==> config.mk <==
export PLATFORM = sky130hd
export DESIGN_NAME = balance_and_line_follow_pid
export DESIGN_NICKNAME = d
export VERILOG_FILES = /design/src/rtl/blf_pkg.sv /design/src/rtl/balance_and_line_follow_pid.sv /design/src/rtl/blf_mac.sv
export SDC_FILE = /design/constraint.sdc
export NUM_CORES = 2
export LEC_CHECK = 0
export ABC_AREA = 1
export BUFFER_PORTS_ARGS = -buffer_cell sky130_fd_sc_hd__buf_4
export CORE_MARGIN = 2
export CORE_UTILIZATION = 50
export DETAILED_ROUTE_END_ITERATION = 12
export PLACE_DENSITY = 0.65
export SYNTH_ARGS = -nofsm -noshare
export SYNTH_HDL_FRONTEND = slang
export SYNTH_SLANG_ARGS = --single-unit
export TNS_END_PERCENT = 20
==> constraint.sdc <==
create_clock -name clk -period 9.8 [get_ports clk]
set_input_delay 1.47 -clock clk [delete_from_list [all_inputs] [get_ports clk]]
set_output_delay 1.47 -clock clk [all_outputs]
set_load 0.005 [all_outputs]
==> src/rtl/blf_pkg.sv <==
package blf_pkg;
	localparam int ROW_PIXELS = 32;
	localparam int RED_LIMIT_COUNT = 9;
	localparam int POS_W = $clog2(ROW_PIXELS + 1);
	localparam logic [21:0] DEG_K = 22'd3754939;
	localparam logic [7:0] RED_MIN = 8'd135;
	localparam int ACC_W = 64;
	localparam int SER_W = 32;

	typedef enum logic [1:0] {
		FUNC_IMU  = 2'd0,
		FUNC_PIX  = 2'd1,
		FUNC_TICK = 2'd2,
		FUNC_NONE = 2'd3
	} func_t;

	typedef enum logic [2:0] {
		CFG_PGP = 3'd0, CFG_PGI = 3'd1, CFG_PGD = 3'd2, CFG_TGP = 3'd3,
		CFG_TGI = 3'd4, CFG_TGD = 3'd5, CFG_CRUISE = 3'd6, CFG_SETPT = 3'd7
	} cfg_idx_t;

	typedef enum logic [1:0] {
		DIR_NONE = 2'd0, DIR_LEFT = 2'd1, DIR_RIGHT = 2'd2, DIR_BAD = 2'd3
	} dir_t;

	typedef enum logic [3:0] {
		ST_IDLE, ST_DEG, ST_DEGFIN, ST_PTERM, ST_DTERM, ST_ITERM, ST_PFIN,
		ST_ROWFIN, ST_TP, ST_TD, ST_TI, ST_TFIN, ST_OUT
	} state_t;

	typedef struct packed {
		logic start;
		logic signed [SER_W-1:0] mcand;
		logic [23:0] mplier;
		logic clear;
	} mac_ctl_t;

	function automatic logic signed [31:0] sat32(input logic signed [ACC_W-1:0] v);
		if (v > 64'sd2147483647) return 32'sh7fffffff;
		if (v < -64'sd2147483648) return 32'sh80000000;
		return v[31:0];
	endfunction
endpackage

==> src/rtl/balance_and_line_follow_pid.sv <==
// An IMU item keeps the block busy after its transfer for four bit-serial multiplies
// (angle, P, D and I terms) plus sequencing, the last pixel of a row for three, and a
// tick passes through ST_OUT, where any result is registered; other pixels need no more.
// Throughput: one item at a time; the shared shift-add multiplier serves every step.
// Reset (arst_n low, asynchronous) clears all controller state but the pitch sample
// register and loads the default gains, cruise speed and pitch setpoint.
module balance_and_line_follow_pid (
	input logic clk,
	input logic arst_n,
	input logic s_tvalid,
	output logic s_tready,
	// tdata, from bit 0: func[1:0], pitch_sample[17:2], red_value[25:18], pad to 32
	input logic [31:0] s_tdata,
	input logic s_tlast,
	output logic m_tvalid,
	input logic m_tready,
	// tdata, from bit 0: linear_velocity[31:0], angular_velocity[63:32]
	output logic [63:0] m_tdata,
	input logic cfg_we,
	input logic [2:0] cfg_index,
	input logic [23:0] cfg_data
);
	import blf_pkg::*;

	// Configuration registers.
	logic [23:0] pgp_q, pgi_q, pgd_q, tgp_q, tgi_q, tgd_q;
	logic [19:0] cruise_q;
	logic signed [15:0] setpt_q;

	always_ff @(posedge clk or negedge arst_n) begin
		if (!arst_n) begin
			pgp_q <= 24'd9489; pgi_q <= 24'd66; pgd_q <= 24'd117965;
			tgp_q <= 24'd11796; tgi_q <= '0; tgd_q <= '0;
			cruise_q <= 20'd6554; setpt_q <= -16'sd1280;
		end else if (cfg_we) begin
			case (cfg_idx_t'(cfg_index))
				CFG_PGP: pgp_q <= cfg_data;
				CFG_PGI: pgi_q <= cfg_data;
				CFG_PGD: pgd_q <= cfg_data;
				CFG_TGP: tgp_q <= cfg_data;
				CFG_TGI: tgi_q <= cfg_data;
				CFG_TGD: tgd_q <= cfg_data;
				CFG_CRUISE: cruise_q <= cfg_data[19:0];
				CFG_SETPT: setpt_q <= cfg_data[15:0];
				default: ;
			endcase
		end
	end

	// Controller state.
	state_t state_q, state_d;
	logic signed [23:0] last_perr_q, pint_q, perr_q, parea_q;
	logic signed [31:0] bal_corr_q, turn_cmd_q;
	logic balanced_q, red_seen_q;
	dir_t dir_q;
	logic [POS_W-1:0] pix_pos_q;
	logic [POS_W-1:0] red_cnt_q;
	logic [7:0] first_red_q;
	logic [7:0] line_err_q, last_line_err_q;
	logic signed [23:0] line_int_q;
	logic signed [15:0] sample_q;
	logic [63:0] out_q;
	logic out_valid_q;

	mac_ctl_t mac_ctl;
	logic mac_busy;
	logic signed [ACC_W-1:0] acc;

	blf_mac u_mac (.clk(clk), .arst_n(arst_n), .ctl(mac_ctl), .busy(mac_busy), .acc(acc));

	wire s_xfer = s_tvalid && s_tready;
	func_t in_func;
	assign in_func = func_t'(s_tdata[1:0]);
	wire [7:0] in_red = s_tdata[25:18];
	assign s_tready = (state_q == ST_IDLE) && !out_valid_q;

	// Degrees in Q8: round(sample * K / 2^22) with floor after adding half.
	logic signed [ACC_W-1:0] deg_t;
	logic signed [17:0] deg_w;
	logic signed [23:0] err_w, area_w;
	assign deg_t = acc + (ACC_W'(1) <<< 21);
	assign deg_w = 18'(deg_t >>> 22);
	assign err_w = 24'(5 * (24'(deg_w) - 24'(setpt_q)));
	assign area_w = pint_q + err_w;

	// Turn error update at row end.
	logic [7:0] lerr_n;
	dir_t dir_n;
	logic signed [25:0] lsum;
	logic signed [23:0] lint_n;
	always_comb begin
		lerr_n = line_err_q;
		dir_n = dir_q;
		if (red_cnt_q < POS_W'(RED_LIMIT_COUNT)) begin
			if (first_red_q <= 8'd5) begin
				lerr_n = 8'd5 - first_red_q;
				dir_n = DIR_LEFT;
			end else if (first_red_q >= 8'd18) begin
				lerr_n = first_red_q - 8'd18;
				dir_n = DIR_RIGHT;
			end
		end
		lsum = 26'(line_int_q) + 26'(lerr_n);
		if (lsum > 26'sd8388607) lint_n = 24'sh7fffff;
		else lint_n = lsum[23:0];
	end

	// Rounded shift for the pitch correction.
	logic signed [ACC_W-1:0] corr_t;
	assign corr_t = (acc + ACC_W'(128)) >>> 8;

	always_comb begin
		state_d = state_q;
		case (state_q)
			ST_IDLE: if (s_xfer) begin
				case (in_func)
					FUNC_IMU: state_d = ST_DEG;
					FUNC_PIX: if (s_tlast) state_d = ST_ROWFIN;
					FUNC_TICK: state_d = ST_OUT;
					default: ;
				endcase
			end
			ST_DEG: state_d = ST_DEGFIN;
			ST_DEGFIN: if (!mac_busy) state_d = ST_PTERM;
			ST_PTERM: state_d = ST_DTERM;
			ST_DTERM: if (!mac_busy) state_d = ST_ITERM;
			ST_ITERM: if (!mac_busy) state_d = ST_PFIN;
			ST_PFIN: if (!mac_busy) state_d = ST_IDLE;
			ST_ROWFIN: state_d = ST_TP;
			ST_TP: state_d = ST_TD;
			ST_TD: if (!mac_busy) state_d = ST_TI;
			ST_TI: if (!mac_busy) state_d = ST_TFIN;
			ST_TFIN: if (!mac_busy) state_d = ST_IDLE;
			ST_OUT: state_d = ST_IDLE;
			default: state_d = ST_IDLE;
		endcase
	end

	// Multiplier launches; a step waits while the previous multiply runs.
	always_comb begin
		mac_ctl = '0;
		case (state_q)
			ST_DEG: begin
				mac_ctl.start = 1'b1; mac_ctl.clear = 1'b1;
				mac_ctl.mcand = 32'(sample_q); mac_ctl.mplier = 24'(DEG_K);
			end
			ST_PTERM: begin
				mac_ctl.start = 1'b1; mac_ctl.clear = 1'b1;
				mac_ctl.mcand = 32'(perr_q); mac_ctl.mplier = pgp_q;
			end
			ST_DTERM: if (!mac_busy) begin
				mac_ctl.start = 1'b1;
				mac_ctl.mcand = 32'(perr_q) - 32'(last_perr_q); mac_ctl.mplier = pgd_q;
			end
			ST_ITERM: if (!mac_busy) begin
				mac_ctl.start = 1'b1;
				mac_ctl.mcand = 32'(parea_q); mac_ctl.mplier = pgi_q;
			end
			ST_TP: begin
				mac_ctl.start = 1'b1; mac_ctl.clear = 1'b1;
				mac_ctl.mcand = 32'(line_err_q); mac_ctl.mplier = tgp_q;
			end
			ST_TD: if (!mac_busy) begin
				mac_ctl.start = 1'b1;
				mac_ctl.mcand = 32'(line_err_q) - 32'(last_line_err_q);
				mac_ctl.mplier = tgd_q;
			end
			ST_TI: if (!mac_busy) begin
				mac_ctl.start = 1'b1;
				mac_ctl.mcand = 32'(line_int_q); mac_ctl.mplier = tgi_q;
			end
			default: ;
		endcase
	end

	always_ff @(posedge clk or negedge arst_n) begin
		if (!arst_n) begin
			state_q <= ST_IDLE;
			last_perr_q <= '0; pint_q <= '0; perr_q <= '0; parea_q <= '0;
			bal_corr_q <= '0; turn_cmd_q <= '0; balanced_q <= 1'b0;
			red_seen_q <= 1'b0; dir_q <= DIR_NONE; pix_pos_q <= '0;
			red_cnt_q <= '0; first_red_q <= '0; line_err_q <= '0;
			last_line_err_q <= '0; line_int_q <= '0; out_valid_q <= 1'b0;
			out_q <= '0;
		end else begin
			state_q <= state_d;
			if (m_tvalid && m_tready) out_valid_q <= 1'b0;
			case (state_q)
				ST_IDLE: if (s_xfer && in_func == FUNC_PIX) begin
					if (pix_pos_q < POS_W'(ROW_PIXELS)) begin
						if (in_red >= RED_MIN) begin
							if (!red_seen_q) begin
								first_red_q <= 8'(3 * pix_pos_q + 1);
								red_seen_q <= 1'b1;
							end
							red_cnt_q <= red_cnt_q + 1'b1;
						end
						pix_pos_q <= pix_pos_q + 1'b1;
					end
				end
				ST_DEGFIN: if (!mac_busy) begin
					if (deg_w > -18'sd1536 && deg_w < 18'sd1536) balanced_q <= 1'b1;
					perr_q <= err_w;
					parea_q <= (area_w > 24'sd914 || area_w < -24'sd640) ? '0 : area_w;
				end
				ST_PFIN: if (!mac_busy) begin
					bal_corr_q <= sat32(corr_t);
					pint_q <= parea_q;
					last_perr_q <= perr_q;
				end
				ST_ROWFIN: begin
					line_err_q <= lerr_n;
					dir_q <= dir_n;
					line_int_q <= lint_n;
					balanced_q <= 1'b0;
					pix_pos_q <= '0; red_cnt_q <= '0; first_red_q <= '0;
					red_seen_q <= 1'b0;
				end
				ST_TFIN: if (!mac_busy) begin
					turn_cmd_q <= sat32(acc);
					last_line_err_q <= line_err_q;
				end
				ST_OUT: begin
					if (!balanced_q) begin
						out_q <= {32'd0, bal_corr_q};
						out_valid_q <= 1'b1;
					end else if (dir_q == DIR_LEFT) begin
						out_q <= {sat32(-ACC_W'(turn_cmd_q)), 12'd0, cruise_q};
						out_valid_q <= 1'b1;
					end else if (dir_q == DIR_RIGHT) begin
						out_q <= {turn_cmd_q, 12'd0, cruise_q};
						out_valid_q <= 1'b1;
					end
				end
				default: ;
			endcase
		end
	end

	always_ff @(posedge clk) begin
		if (s_xfer) sample_q <= s_tdata[17:2];
	end

	assign m_tvalid = out_valid_q;
	assign m_tdata = out_q;
endmodule

==> src/rtl/blf_mac.sv <==
module blf_mac (
	input logic clk,
	input logic arst_n,
	input blf_pkg::mac_ctl_t ctl,
	output logic busy,
	output logic signed [blf_pkg::ACC_W-1:0] acc
);
	import blf_pkg::*;

	logic signed [ACC_W-1:0] acc_q;
	logic signed [ACC_W-1:0] mc_q;
	logic [23:0] mp_q;
	logic [4:0] cnt_q;
	logic busy_q;

	// Shift-add multiplier: one multiplier bit per cycle, product added to acc.
	always_ff @(posedge clk or negedge arst_n) begin
		if (!arst_n) begin
			busy_q <= 1'b0;
			cnt_q <= '0;
			acc_q <= '0;
		end else if (ctl.start) begin
			busy_q <= 1'b1;
			cnt_q <= 5'd24;
			if (ctl.clear) acc_q <= '0;
		end else if (busy_q) begin
			if (mp_q[0]) acc_q <= acc_q + mc_q;
			cnt_q <= cnt_q - 5'd1;
			if (cnt_q == 5'd1) busy_q <= 1'b0;
		end
	end

	always_ff @(posedge clk) begin
		if (ctl.start) begin
			mc_q <= ACC_W'(ctl.mcand);
			mp_q <= ctl.mplier;
		end else if (busy_q) begin
			mc_q <= mc_q <<< 1;
			mp_q <= mp_q >> 1;
		end
	end

	assign busy = busy_q;
	assign acc = acc_q;
endmodule

==> flow_summary.yaml <==
status:
  status: "finished clean"
final_layout:
  regArea_um2: 16700
  antenna_cells: 0
  fin_nets: 5650
  fin_util_pct: 56.3
  synthToLayoutAreaGrowth_pct: 11.3
  final_cells: 6486
  layout-drive-gt1-share_pct: 7.16
  n_fill_cell: 7631
  multi_input_area_um2: 20500
floorplan:
  die_w_um: 287
  die_h_um: 287
  rows: 103
  core_area_um2: 79100
  start_util_pct: 50.6
  dieArea_um2: 82400
  io_pins: 131
place:
  detailed_place_hpwl_mm: 100
  dpl.cell_count: 6348
  port_buffers: 124
  place.gp.congestion: 0.999
  post-place-ws_ns: 1.52
power_and_ir_drop:
  p_clk_share_pct: 38.3
  switching_share_pct: 32.9
  power_switching_mw: 2.48
  power_frac_seq_pct: 39.1
  peakVddDrop_mv: 0.180
  p_per_area_nw_per_um2: 169
  p_comb_share_pct: 22.5
  leakage_nw: 21.8
  p_int_mw: 5.06
flow_run:
  cap_violations: 0
sta:
  slew_violations: 0
  period_minus_slack_ns: 8.36
  fin_hold_ws_ns: 0.473
  finalHoldViolations: 0
  setup_violations: 0
  post-route-worst-setup-slack_ns: 1.44
  min_period_over_period_pct: 85.3
  rsz0062_at_grt: "false"
  fin_worst_skew_ns: 0.0470
  max_freq_mhz: 120
  relSlewSlack_pct: 24.3
  setup_tns_ns: 0
  tightest_slew_ns: 1.13
synthesis:
  syn_area_um2: 40000
  synth_area_leaders: "dfrtp_1 (31%), nand2_1 (13%), edfxtp_1 (7.8%)"
  netlist.area_leader.share_pct: 31.5
  synthFlopType: "dfrtp_1"
  yosys.area.top_type: "dfrtp_1"
  synthArstFlopShare_pct: 83.9
  yosysUniqueCellTypes: 65
  synth_common_cells: "nand2_1 (1417), inv_1 (581), o21ai_0 (505)"
  yosysSeqAreaShare_pct: 41.7
  yosysWarnings: 0
  synth_edf_count: 104
  ys_seq_elements: 645
  synth_nets: 5579
  syn_avg_cell_area_um2: 7.55
  yosysMostFrequentCell: "nand2_1"
  postSynthCellCount: 5304
drt:
  routed_wl_mm: 134
  firstDrtPassIters: 6
  vias: 37000
  ant_nets: 0
  drc_errors: 0
  vias_per_cell: 5.71
  drt_iter0_drc: 3361
  wl_per_cell_um: 20.7
setup_path:
  cp_slowest_cell: "nand3_1"
  cp-start-kind: "flip-flop"
  worstPathMaxFanout: 21
  rr_endpoint: "parea_q[15]"
  cp.arrival_ns: 8.88
  r2r_cells: 42
  crit_type: "flip-flop to flip-flop"
  rrSetupSlack_ns: 1.44
  cpPeakStageDelay_ns: 0.72
  end_kind: "flip-flop"
  cpMostUsedCell: "nand2_1"
  timing.rr.start: "u_mac.acc[21]"
  required_ns: 10.32
cts:
  post_cts_resized: 0
  clock_path_buffers: 3
  cts.sinks: 645
  hold_buffers: 0
  clkLatencyLatePin_ns: 0.66
  cts_inserted_buffers: 75
  cts_tree: "built"
  htreeDepth: 3
  clkSlewWorstSetupHoldPaths_ns: 0.06
  cts_root_buf: "clkbuf_16"
  post_cts_buffers: 0
hold_path:
  hold_path.startpoint: "bal_corr_q[27]"
  min_path_type: "flip-flop to flip-flop"
  hold_path_depth: 2
  worstHoldEndpoint: "bal_corr_q[27]"
global_route:
  grt_pass1_wl_mm: 207
  grt_max_degree: 147
  first_global_vias: 35000
  antenna_found_initial: 0
  grtUsageTotal_pct: 32.5
  grt_overflow: 0
## sequential cells by signal, indices dropped and copies added (netlist names), 8 cells and up
register,count
u_mac.mc_q,64
pgp_q,24
tgi_q,24
pgi_q,24
turn_cmd_q,32
tgd_q,24
parea_q,24
u_mac.acc,64
line_int_q,24
m_tdata,64
pgd_q,24
last_perr_q,23
cruise_q,20
last_line_err_q,8
tgp_q,24
setpt_q,16
pint_q,24
u_mac.mp_q,24
bal_corr_q,32
first_red_q,8
sample_q,16
perr_q,23
line_err_q,8
## cells in the final DEF (no fill, tap or decap), drive strengths merged, types with 50 or more instances in the layout
cell    synthesis  layout
nand2        1429    1429
inv           596     601
o21ai         521     521
dfrtp         504     504
nor2          469     469
a21oi         350     350
nand3         226     226
ha            202     202
buf            39     168
xor2          127     127
clkbuf        135     106
edfxtp        104     104
nand4          82      82
nor3           81      81
a31oi          63      63
o22ai          50      50
## layer usage
layer	vias to the layer above	GRT usage, %	wire length, um
met5	-	0	0
met4	0	11.9	4870
met3	227	3.96	8340
met2	1255	52.2	62100
met1	17700	45.2	59100
li1	17800	-	-
## cell families (layout without fill, tap and decap cells)
kind of cell | Yosys count | count (layout) | synth area share [%]
AO/OA/AOI/OAI | 1166 | 1166 | 16.4
AND/OR/NAND/NOR | 2346 | 2346 | 24.1
flip-flops | 645 | 645 | 41.7
XOR/XNOR | 165 | 165 | 3.61
buffers and inverters | 772 | 904 | 7.41
adder cells (fa/ha/maj) | 210 | 210 | 6.71
## power by group through the flow
stage                     clock (mW)  sequential (mW)  combinational [mW]
after floorplan                    0             2.98                1.17
after global placement             0             2.99                1.66
after detailed placement           0             3.00                1.66
after CTS                       2.93             2.95                1.67
after global routing            3.05             2.97                1.90
final                           2.89             2.95                1.70
## worst max-delay path by stage
stage / depth (start not counted) / to / start
2_1_floorplan: 41 / parea_q[13] / u_mac.acc[21]
3_3_place_gp: 42 / parea_q[10] / u_mac.acc[21]
3_5_place_dp: 42 / parea_q[15] / u_mac.acc[21]
4_1_cts: 42 / parea_q[15] / u_mac.acc[21]
5_1_grt: 42 / parea_q[14] / u_mac.acc[21]
6_report: 42 / parea_q[15] / u_mac.acc[21]
## cell type report
cell class | count | share of cell area, %
Tap cell | 1050 | 2.95
Clock buffer | 106 | 4.79
Clock inverter | 32 | 0.929
Multi-Input combinational cell | 3887 | 45.9
Sequential cell | 645 | 37.5
Timing Repair Buffer | 168 | 2.90
Inverter | 598 | 5.04
## per-stage QoR
step                area [um2]  power, mW
floorplan                40000       4.15
global placement         42000       4.65
detailed placement       42000       4.66
CTS                      44600       7.56
global route             44600       7.91
finish                   44600       7.55
## worst max-delay path, delay by kind of cell, from the launching register on
kind	cells	cell delay (ns)
fa+ha+maj	5	1.77
buf+inv	4	0.27
compound gates	5	0.93
flops	1	0.55
simple gates	25	3.85
xor+xnor	3	0.87
No activity file was read; power rests on OpenSTA's default activity.
